### config.mk
export PLATFORM = sky130hd
export DESIGN_NAME = trca_fp_lzc
export DESIGN_NICKNAME = d
export VERILOG_FILES = /design/src/rtl/core/trca_pkg.sv /design/src/rtl/core/trca_fp_lzc.sv
export SDC_FILE = /design/constraint.sdc
export NUM_CORES = 1
export LEC_CHECK = 0
export ABC_CLOCK_PERIOD_IN_PS = 1910
export BUFFER_PORTS_ARGS = -buffer_cell sky130_fd_sc_hd__buf_2
export CELL_PAD_IN_SITES_DETAIL_PLACEMENT = 1
export CELL_PAD_IN_SITES_GLOBAL_PLACEMENT = 1
export CORE_AREA = 2 2 149 151
export DETAILED_ROUTE_END_ITERATION = 6
export DIE_AREA = 0 0 151 153
export PLACE_DENSITY_LB_ADDON = 0.2
export SKIP_LAST_GASP = 1
export SLEW_MARGIN = 10
export SYNTH_ARGS = -nofsm -noshare
export SYNTH_HDL_FRONTEND = slang
export SYNTH_SLANG_ARGS = --single-unit
export TNS_END_PERCENT = 30
### constraint.sdc
create_clock -name vclk -period 1.91
set_clock_uncertainty 0.1 [all_clocks]
set_input_delay 0.0955 -clock vclk [all_inputs]
set_output_delay 0.0955 -clock vclk [all_outputs]
set_load 0.03 [all_outputs]
### src/rtl/core/trca_pkg.sv
// ----------------------------------------------------------------------------
// trca_pkg
// Shared codes, constants and pipeline stage types of the reduction ALU.
// ----------------------------------------------------------------------------
package trca_pkg;

   // reduction operation codes
   localparam logic [3:0] OP_MAX  = 4'd0;
   localparam logic [3:0] OP_MIN  = 4'd1;
   localparam logic [3:0] OP_SUM  = 4'd2;
   localparam logic [3:0] OP_PROD = 4'd3;
   localparam logic [3:0] OP_LAND = 4'd4;
   localparam logic [3:0] OP_LOR  = 4'd5;
   localparam logic [3:0] OP_LXOR = 4'd6;
   localparam logic [3:0] OP_BAND = 4'd7;
   localparam logic [3:0] OP_BOR  = 4'd8;
   localparam logic [3:0] OP_BXOR = 4'd9;

   // element type codes
   localparam logic [3:0] DT_S8   = 4'd0;
   localparam logic [3:0] DT_S16  = 4'd1;
   localparam logic [3:0] DT_S32L = 4'd2;
   localparam logic [3:0] DT_S32  = 4'd3;
   localparam logic [3:0] DT_U8   = 4'd4;
   localparam logic [3:0] DT_U16  = 4'd5;
   localparam logic [3:0] DT_U32  = 4'd6;
   localparam logic [3:0] DT_U32L = 4'd7;
   localparam logic [3:0] DT_F32  = 4'd8;
   localparam logic [3:0] DT_F64  = 4'd9;

   // result status codes
   localparam logic [1:0] ST_OK       = 2'd0;
   localparam logic [1:0] ST_BAD_OP   = 2'd1;
   localparam logic [1:0] ST_BAD_TYPE = 2'd2;

   // register indexes
   localparam logic [7:0] REG_REDUCE_OP = 8'd0;
   localparam logic [7:0] REG_DATA_TYPE = 8'd1;

   localparam logic [3:0] RESET_REDUCE_OP = OP_SUM;
   localparam logic [3:0] RESET_DATA_TYPE = DT_S32;

   // wide significand of the float datapath
   localparam int unsigned WIDE_W = 106;

   typedef struct packed {
      logic              sign;
      logic signed [12:0] expo;
      logic [52:0]       mant;
      logic [62:0]       mag;
      logic              is_nan;
      logic              is_inf;
      logic              is_zero;
   } fp_unp_type;

   typedef struct packed {
      logic        last;
      logic [1:0]  status;
      logic        bypass;
      logic [63:0] byp_val;
      logic        is_f64;
      logic        sign;
      logic        zero_sign;
   } ctl_type;

   typedef struct packed {
      ctl_type            ctl;
      logic               is_mul;
      logic [52:0]        x_m;
      logic [52:0]        y_m;
      logic [5:0]         shift_dist;
      logic               eff_sub;
      logic signed [12:0] t;
      logic [51:0]        pp_hh;
      logic [52:0]        pp_hl;
      logic [52:0]        pp_lh;
      logic [53:0]        pp_ll;
   } s1_type;

   typedef struct packed {
      ctl_type            ctl;
      logic signed [12:0] t;
      logic [WIDE_W-1:0]  w;
   } s2_type;

   typedef struct packed {
      ctl_type            ctl;
      logic signed [12:0] t;
      logic [WIDE_W-1:0]  w;
      logic [6:0]         lz;
      logic               wzero;
   } s3_type;

   typedef struct packed {
      ctl_type            ctl;
      logic signed [12:0] ue;
      logic [WIDE_W-1:0]  w;
      logic               wzero;
   } s4_type;

   typedef struct packed {
      ctl_type           ctl;
      logic [11:0]       efield;
      logic [WIDE_W-1:0] w;
      logic              wzero;
   } s5_type;

endpackage

### src/rtl/core/trca_fp_lzc.sv
// ----------------------------------------------------------------------------
// trca_fp_lzc
// Third stage: leading zero count of the wide significand.
// ----------------------------------------------------------------------------
module trca_fp_lzc import trca_pkg::*; (
   input  s2_type s2,
   output s3_type s3
);

   always_comb begin
      s3.ctl   = s2.ctl;
      s3.t     = s2.t;
      s3.w     = s2.w;
      s3.wzero = (s2.w == '0);
      s3.lz    = 7'd0;
      for (int i = 0; i < WIDE_W; i++) begin
         if (s2.w[i]) begin
            s3.lz = 7'(WIDE_W - 1 - i);
         end
      end
   end

endmodule

Word-level counts from Yosys, hierarchy flattened --
Index checks and enable logic that the tools add are counted.
Word-level totals: output and inout port bits 198, bits in registers 0, input bits 190
Cells by class: reductions and logical operators 1, mux-type cells 106
Operators by type and width (count):
- 7-bit 2-to-1 mux | 106
- 106-bit zero test | 1

Depth between registers and ports, before layout --
Gate-level depths: netlist (run 1).
depth after elaboration 106, mapped depth 6, mapped depth without buffers 6

Worst setup path after synthesis (run 1) --
Ideal clock, no wire load.
kind input to output, start in s2[74] (netlist name), end out s3[7] (netlist name), data required time 1714 ps, arrival 1830 ps, cell stages on the path 5, path slack -116 ps, path through or4_4 > or2_4 > nor2_4 > nand2_2 > nor3b_1
RTL lines:
- start, declared | RTL line trca_fp_lzc.sv:6 | input s2_type s2,
- end, declared | RTL line trca_fp_lzc.sv:7 | output s3_type s3

==> results of run 1 <==
-- power by group through the flow --
stage	Sequential (W)	Combinational [W]	Clock, W
CTS	0	0.000856	0
finish	0	0.000855	0
global route	0	0.000922	0
floorplan	0	0.000861	0
global placement	0	0.000841	0
detailed placement	0	0.000848	0
-- layer usage --
metal	routed length (µm)	GRT usage
met4	221	0.0174
met1	5370	0.124
met2	7500	0.225
met5	0	0
met3	657	0.00896
-- critical path: stages --
cell	delay, ns
buf_2	0.10
or3_4	0.39
or4_1	0.41
nor2_1	0.11
o2111ai_1	0.11
o2111ai_1	0.26
nand2_1	0.08
buf_4	0.17
-- worst max path at each step --
stage / to / slack [ns] / cells after the start
after floorplan: s3[4] / 0.05 / 6
after global routing: s3[1] / -0.07 / 8
final: s3[1] / -0.02 / 8
after detailed placement: s3[0] / -0.24 / 9
after CTS: s3[1] / -0.05 / 8
after global placement: s3[0] / -0.27 / 9
-- synthesized netlist by cell type, types with 5 or more instances --
| library cell | instances | share of area |
|---|---|---|
| a211oi_1 | 6 | 0.016 |
| a21oi_1 | 24 | 0.042 |
| and3_1 | 5 | 0.011 |
| buf_4 | 190 | 0.50 |
| inv_1 | 19 | 0.025 |
| nand2_1 | 18 | 0.024 |
| nand2b_1 | 9 | 0.020 |
| nand3_1 | 10 | 0.018 |
| nor2_1 | 39 | 0.052 |
| nor3_1 | 13 | 0.023 |
| nor4_1 | 31 | 0.068 |
| o21ai_0 | 8 | 0.014 |
| o21ai_1 | 5 | 0.0088 |
| o21bai_1 | 6 | 0.016 |
| o31ai_1 | 8 | 0.021 |
-- layout make-up --
cell class | instances | area, µm²
Tap cell | 280 | 350
Timing Repair Buffer | 301 | 1730
Inverter | 19 | 71.3
Fill cell | 2743 | 17900
Multi-Input combinational cell | 230 | 1450
-- through the flow --
stage | power (W) | setup WS (ns) | std cells | setup TNS, ns
2_1_floorplan | 0.000861 | 0.0466 | 439 | 0
3_3_place_gp | 0.000841 | -0.269 | 828 | -0.977
5_1_grt | 0.000922 | -0.0738 | 830 | -0.410
3_5_place_dp | 0.000848 | -0.239 | 828 | -0.884
4_1_cts | 0.000856 | -0.0474 | 828 | -0.179
6_report | 0.000855 | -0.0177 | 830 | -0.0177
-- timing repair --
action	4_1_cts	5_1_grt
hold buffers	0	0
setup endpoints to repair	8	8
pin swaps	1	5
buffers inserted	0	2
endpoints found under the hold margin	0	0
resized for setup	7	21
-- logic make-up (layout without fill, tap and decap cells) --
logic type      after synthesis  count (layout)  synth area share
buf+inv                     209             320             0.529
compound gates               81              81             0.188
simple gates                149             149             0.284
==> metrics, run 1 <==
outcome finished with violations; failing checks setup timing; Core Box Area 21500 µm²; ant diodes 0; crit start category input pin; worst hold start s2[122]; sequential cell count 0; max-cap check violation count 0; CP Capture Type output pin; total number of vias 3252; final instance area 3590 µm²; GPL Wtd Cong 0.742; Peak VDD IR 0.0534 mV; leakage power 1.74 nW; final net count 742; Post-route DRC 0; most frequent cells in the layout buf_2 (215), buf_4 (83), nor2_1 (39), nor4_1 (25), a21oi_1 (22); vias per cell 3.92; num rows 54; Logic pwr share 1.000; setup violators final 1; vias in the first global route 3579; initial antenna violation count 0; hold endpoint s3[130]; Max transition margin 0.754; switch share 0.651; highest clock rate 519 MHz; die height 153 µm; Hold WC Path Type input pin to output pin; fin. max-slew vios 0; share of post-route cells with drive strength above 1 0.585; Global Route Usage Sum 0.111; syn_nets 629; RSZ-0062 raised after global routing yes; Area Growth Syn to Fin 26.9%; final hold vios 0; post-layout minimum cycle time 1.93 ns; critical path class input pin to output pin; WL/cell 16.6 µm; DRT iter0 DRCs 67; syn avg cell area 6.45 µm²; clock network power share 0; area occupied by registers 0 µm²; Warnings, synthesis 0; CP max FO 2; Least-Margin Pin Slew 0.365 ns; Seq pwr share 0; Port Buffers 220; CLK BUF 0; Int Pwr 0.000299 W; Sw Pwr 0.000556 W; DP Wirelength 12600 µm; Post-DP Area 3460 µm²; Worst Path Required 1.71 ns; Final WS setup -0.0177 ns; die area 23100 µm²; crit path from s2[26]; utilization after layout 0.167; total grt overflow 0; Post-Synthesis Cells 439; drt first pass iters 6; largest net degree at the start of global routing 7; remaining antenna violation count 0; Mapped Area 2830 µm²; register area share after synthesis 0; library cells used by synthesis 45; commonest non-fill, non-tap cell in the layout buf_2; first-pass GRT wire length 20400 µm; Final period util 1.01; IO Count 388; power density over the cells 238 nW/µm²; WP data arrival 1.73 ns; Worst Hold Slack 0.0910 ns; die span in x 151 µm; initial cell density of the core 0.132; cell count of the worst hold path 0; final WL 13800 µm
(Power assumes the default switching activity.)
==> inputs of run 2 (changes only) <==
Settings changed: RECOVER_POWER set to 50.
==> run 2 against run 1 <==
Effect of this change: the run still ends with setup timing left; critical path type unchanged; count of clock-buffer cells in the layout is the same; wire length about the same; maximum frequency is essentially flat; setup slack about the same; first-iteration DRC count shrank 9.0%; non-clock buffer count is the same; global-route usage is the same.
==> metrics, run 2 (synthesis results as in run 1) <==
Global Route Usage Sum 0.111; Port Buffers 220; commonest non-fill, non-tap cell in the layout buf_2; largest net degree at the start of global routing 7; outcome finished with violations; WP data arrival 1.73 ns; CP Capture Type output pin; setup violators final 1; most frequent cells in the layout buf_2 (204), buf_4 (83), nor2_1 (39), nor4_1 (25), a21oi_1 (22); final hold vios 0; die span in x 151 µm; Worst path max stage delay 0.41 ns; GPL Wtd Cong 0.742; Least-Margin Pin Slew 0.365 ns; CP max FO 2; final WL 13800 µm; Peak VDD IR 0.0536 mV; sequential cell count 0; DRT iter0 DRCs 61; share of post-route cells with drive strength above 1 0.565; RSZ-0062 raised after global routing yes; IO Count 388; Hold WC Path Type input pin to output pin; final net count 742; critical path, cell by cell buf_2 -> or3_4 -> or4_1 -> nor2_1 -> o2111ai_1 -> o2111ai_1 -> nand2_1 -> buf_4; Core Box Area 21500 µm²; power density over the cells 238 nW/µm²; total grt overflow 0; num rows 54; critical path class input pin to output pin; slowest stage cell, crit path or4_1; area occupied by registers 0 µm²; leakage power 1.71 nW; fin cells 830; Area Growth Syn to Fin 26.4%; placed insts 828; first-pass GRT wire length 20400 µm; die area 23100 µm²; ant diodes 0; initial cell density of the core 0.132; initial antenna violation count 0; Post-route DRC 0; critical path's most frequent cell o2111ai_1; failing checks setup timing; total number of vias 3251; drt first pass iters 6; crit start category input pin; die height 153 µm; WL/cell 16.6 µm; post-layout minimum cycle time 1.93 ns; remaining antenna violation count 0; Final period util 1.01; CP delay by family, top simple AND/OR/NAND/NOR gates; DP Wirelength 12600 µm; Max transition margin 0.754; highest clock rate 519 MHz; CLK BUF 0; setup TNS -0.0176 ns; Worst Path Required 1.71 ns; max-cap check violation count 0; Final WS setup -0.0176 ns; critical path buffer and inverter count 2; vias in the first global route 3579; vias per cell 3.92; fin. max-slew vios 0
run 2: report_power, final:
group	switching, W	internal (W)	total [W]
registers	0	0	0
clock network	0	0	0
logic	0.000557	0.000295	0.000852
total	0.000557	0.000295	0.000852
run 2: per-stage QoR:
step	hold WS (ns)	cell area (µm²)	util	setup slack, ns	power, W
3_5_place_dp	0.0912	3460	0.161	-0.239	0.000848
5_1_grt	0.0910	3580	0.167	-0.0738	0.000918
4_1_cts	0.0912	3490	0.162	-0.0474	0.000856
2_1_floorplan	0.223	2840	-	0.0466	0.000861
3_3_place_gp	0.0912	3460	0.161	-0.269	0.000841
6_report	0.0910	3580	0.167	-0.0176	0.000852
run 2: timing repair:
| action | 4_1_cts | 5_1_grt |
|---|---|---|
| hold buffers | 0 | 0 |
| setup endpoints to repair | 8 | 8 |
| buffers inserted | 0 | 2 |
| gates resized for setup | 7 | 21 |
| pin swaps | 1 | 5 |
run 2: area by class of cell:
class | instances | area [µm²]
inverters | 19 | 71.3
fillers | 2751 | 17900
multi-input cells | 230 | 1450
well taps | 280 | 350
repair buffers | 301 | 1710
run 2: path summary, 6_finish.rpt:
check,to,slack (ns),cells past startpoint,startpoint
worst min-delay path,s3[130],0.09,0,s2[122]
worst max-delay path,s3[1],-0.02,8,s2[26]
run 2: layer usage:
layer,vias to the layer above,global-route usage,part of all wire
li1,1581,-,-
met1,1511,0.124,0.39
met2,115,0.225,0.54
met3,44,0.00896,0.048
met4,0,0.0174,0.016
met5,-,0,0
